<file path="src/design/spm_ram.sv">
// generic single write port, single read port ram with registered read
// no dependencies
module spm_ram #(
  parameter int WIDTH = 8,
  parameter int DEPTH = 256
) (
  input  logic                                   clk,
  input  logic                                   we,
  input  logic [(DEPTH > 1 ? $clog2(DEPTH) : 1)-1:0] waddr,
  input  logic [WIDTH-1:0]                       wdata,
  input  logic [(DEPTH > 1 ? $clog2(DEPTH) : 1)-1:0] raddr,
  output logic [WIDTH-1:0]                       rdata
);

  logic [WIDTH-1:0] mem [DEPTH];
  logic [WIDTH-1:0] rdata_r;

  always_ff @(posedge clk) begin
    if (we) begin
      mem[waddr] <= wdata;
    end
    rdata_r <= mem[raddr];
  end

  assign rdata = rdata_r;

endmodule

</file>
<file path="config.mk">
export PLATFORM = sky130hd
export DESIGN_NAME = spm_ram
export DESIGN_NICKNAME = d
export VERILOG_FILES = /design/src/design/spm_ram.sv
export SDC_FILE = /design/constraint.sdc
export NUM_CORES = 2
export LEC_CHECK = 0
export ABC_AREA = 1
export BUFFER_PORTS_ARGS = -buffer_cell sky130_fd_sc_hd__buf_2
export CAP_MARGIN = 25
export CORE_MARGIN = 2
export CORE_UTILIZATION = 40
export CTS_BUF_LIST = sky130_fd_sc_hd__clkbuf_4 sky130_fd_sc_hd__clkbuf_8 sky130_fd_sc_hd__clkbuf_16
export CTS_CLUSTER_DIAMETER = 200
export DETAILED_ROUTE_END_ITERATION = 6
export PLACE_DENSITY = 0.62
export SYNTH_ARGS = -nofsm -noshare
export SYNTH_HDL_FRONTEND = slang
export SYNTH_SLANG_ARGS = --single-unit
</file>
<file path="constraint.sdc">
create_clock -name clk -period 2.4 [get_ports clk]
set_input_delay 0.24 -clock clk [delete_from_list [all_inputs] [get_ports clk]]
set_output_delay 0.24 -clock clk [all_outputs]
set_load 0.05 [all_outputs]
</file>
==> run metrics <==
status=completed; min-delay worst type=in -> reg; Synth Flop Type=edfxtp_1; top post-synthesis cells by area=edfxtp_1 (74%), nand3_1 (12%), nand2_1 (9.6%); CP startpoint=rdata[0]; Die Height=460.6 um; Starting Density=40.27%; vias in the first global route=54335; Chip Width=460.6 um; Syn Nets=7029; TritonCTS buffer count=208; crit path max fanout=1; Initial DRC Count=6944; RSZ-0062 raised after global routing=false; WP buf/inv=1; simple-gate share of the synthesized area=22.95%; Slew @ Worst Pin=857.7 ps; CP startpoint kind=register; hpwl dp=148.2 mm; global-route wire length before repair=352.2 mm; crit path cell chain=buf_2; post-synth cell types=14; Initial DRT Pass Iterations=6; Port Buffers=33; DRC viols=0; share of cells above drive strength 1=13.05%; DR WL/cell=22.89 um; Crit. End Element=output port; DP Cell Count=9969; final setup fails=0; Max Slew Vio Count=0; ys async rst share=0%; Post-DRT Antenna Nets=0; synthesis-stage register bit count=2056; CTS tree=built; largest family of logic cells by synthesized area=simple AND/OR/NAND/NOR gates; Fmax=479.3 MHz; Fill cells=18196; complex-gate fraction of the synthesized area=0%; Synth Warn #=0; Cells on Worst Hold Path=6; GRT Residual Overflow=0; Core ar.=207100 um^2; pin count of the biggest net entering global routing=86; final-report hold violation count=0; post-synthesis mux area share=0%; required time worst endpoint=2160 ps; r2r worst-path depth=10; Post-Synthesis Cells=7003; Layout area overhead=17.27%; slew margin rel.=42.76%; post-DR vias/cell=5.451; Final Critical Period=2087 ps; CTS Root Cell=clkbuf_16; most common cell in the synthesized netlist=nand2_1; Max Root-Sink Buffers=3; Final GP Congestion=0.9168; Levels on crit path=1; final period utilization=86.94%; total track usage=22.13%; hold path start=raddr[6]; maximum VDD drop=0.6619 mV; CTS clk-pin slew, worst paths=60 ps; top cell type's share of synthesized area=73.74%; nets=7426; DP Area=91010 um^2; IO Pins=34; Setup CP Type=reg -> out; Max Cap Viol=0; Synth top cells by count=nand2_1 (2123), edfxtp_1 (2048), nand3_1 (2019), nor2_1 (283), buf_2 (268); Sinks on Clock Net=2056; share of the yosys chip area belonging to registers=73.94%; Detailed Route WL=237.0 mm; cts repair resizes=0; die area=212200 um^2; LEAKAGE=34.85 nW; CTS H-tree lvls=4; Top delay family on crit path=flip-flops; FP Rows=167; Final Power=76.52 mW; r2r startpoint=mem[184][5]; power per cell area=782.4 nW/um^2; Post-Synth Adder-Cell Area=0%; Arr. time, crit path=1850 ps; XOR/XNOR share of the synthesized area=0%; Non-Filler Instances=10355; final instance area=97800 um^2; clk_lat worst skew=850 ps; CP peak stage delay=630 ps; number of synthesized flops with an enable pin=2048; Synth area leader=edfxtp_1; Worst path slowest cell=dfxtp_1; Worst Skew=48.00 ps; initial antenna violation count=12; vias=56448; post-synth design cell area=83400 um^2; Mean Syn Cell Area=11.91 um^2
## cell usage in the layout, fill, tap and decap left out, types with 33 or more instances in the layout
cell type and instances:
buf_4 505, buf_12 124, nand2_1 2121, nor2_1 283, clkbuf_16 210, clkinv_1 54
inv_1 34, edfxtp_1 2048, clkinv_2 33, nand3_1 2019, clkbuf_4 41
## power breakdown
part / switching, mW / internal [mW] / leakage (nW)
registers: 0.0751 / 39.6 / 18.5
clock network: 13.7 / 18.1 / 3.32
logic: 3.63 / 1.50 / 13.1
total: 17.4 / 59.2 / 34.8
## repair_timing
item	4_1_cts	5_1_grt
buffers inserted	0	0
hold buffers	9	0
hold endpoints to repair	367	0
## sequential cells by signal, indices dropped and copies added (netlist names)
register / count
mem: 2048
rdata: 8
## path summary, 6_finish.rpt
check / slack [ps] / end
min reg2reg: 990 / rdata[7]
max reg2reg: 360 / rdata[5]
max: 310 / rdata[0]
min: 70 / rdata[7]
## layout make-up
| cell class | count | area, um^2 | share of cell area (%) |
|---|---|---|---|
| Tap cell | 2788 | 3488 | 3.567 |
| Inverter | 39 | 180.2 | 0.1842 |
| Sequential cell | 2056 | 61660 | 63.05 |
| Clock inverter | 122 | 1124 | 1.149 |
| Clock buffer | 251 | 5563 | 5.688 |
| Antenna cell | 4 | 10.01 | 0.01023 |
| Multi-Input combinational cell | 4425 | 19140 | 19.57 |
| Timing Repair Buffer | 670 | 6634 | 6.783 |
## kinds of logic (layout without fill, tap and decap cells)
kind of cell	Yosys count	after routing
DFF	2056	2056
and+or+nand+nor	4425	4425
other	0	4
buffers and inverters	522	1082
## metal layers
| metal | GRT usage (%) | vias up | part of all wire [%] |
|---|---|---|---|
| met4 | 9.180 | 8 | 4.2 |
| met2 | 35.65 | 2590 | 47 |
| li1 | - | 25676 | - |
| met3 | 3.214 | 487 | 8.0 |
| met5 | 0 | - | 0.021 |
| met1 | 30.08 | 27687 | 40 |
## metrics by stage
| stage | setup TNS (ps) | util, % | hold slack [ps] | worst slack [ps] |
|---|---|---|---|---|
| 6_report | 0 | 47.23 | 69.62 | 313.5 |
| 3_5_place_dp | -1189 | 43.95 | 654.6 | -298.5 |
| 4_1_cts | 0 | 47.23 | 5.630 | 190.2 |
| 2_1_floorplan | 0 | - | 338.9 | 668.5 |
| 3_3_place_gp | -1214 | 43.95 | 653.3 | -304.0 |
| 5_1_grt | 0 | 47.23 | 59.34 | 213.6 |
(Power assumes the default switching activity.)
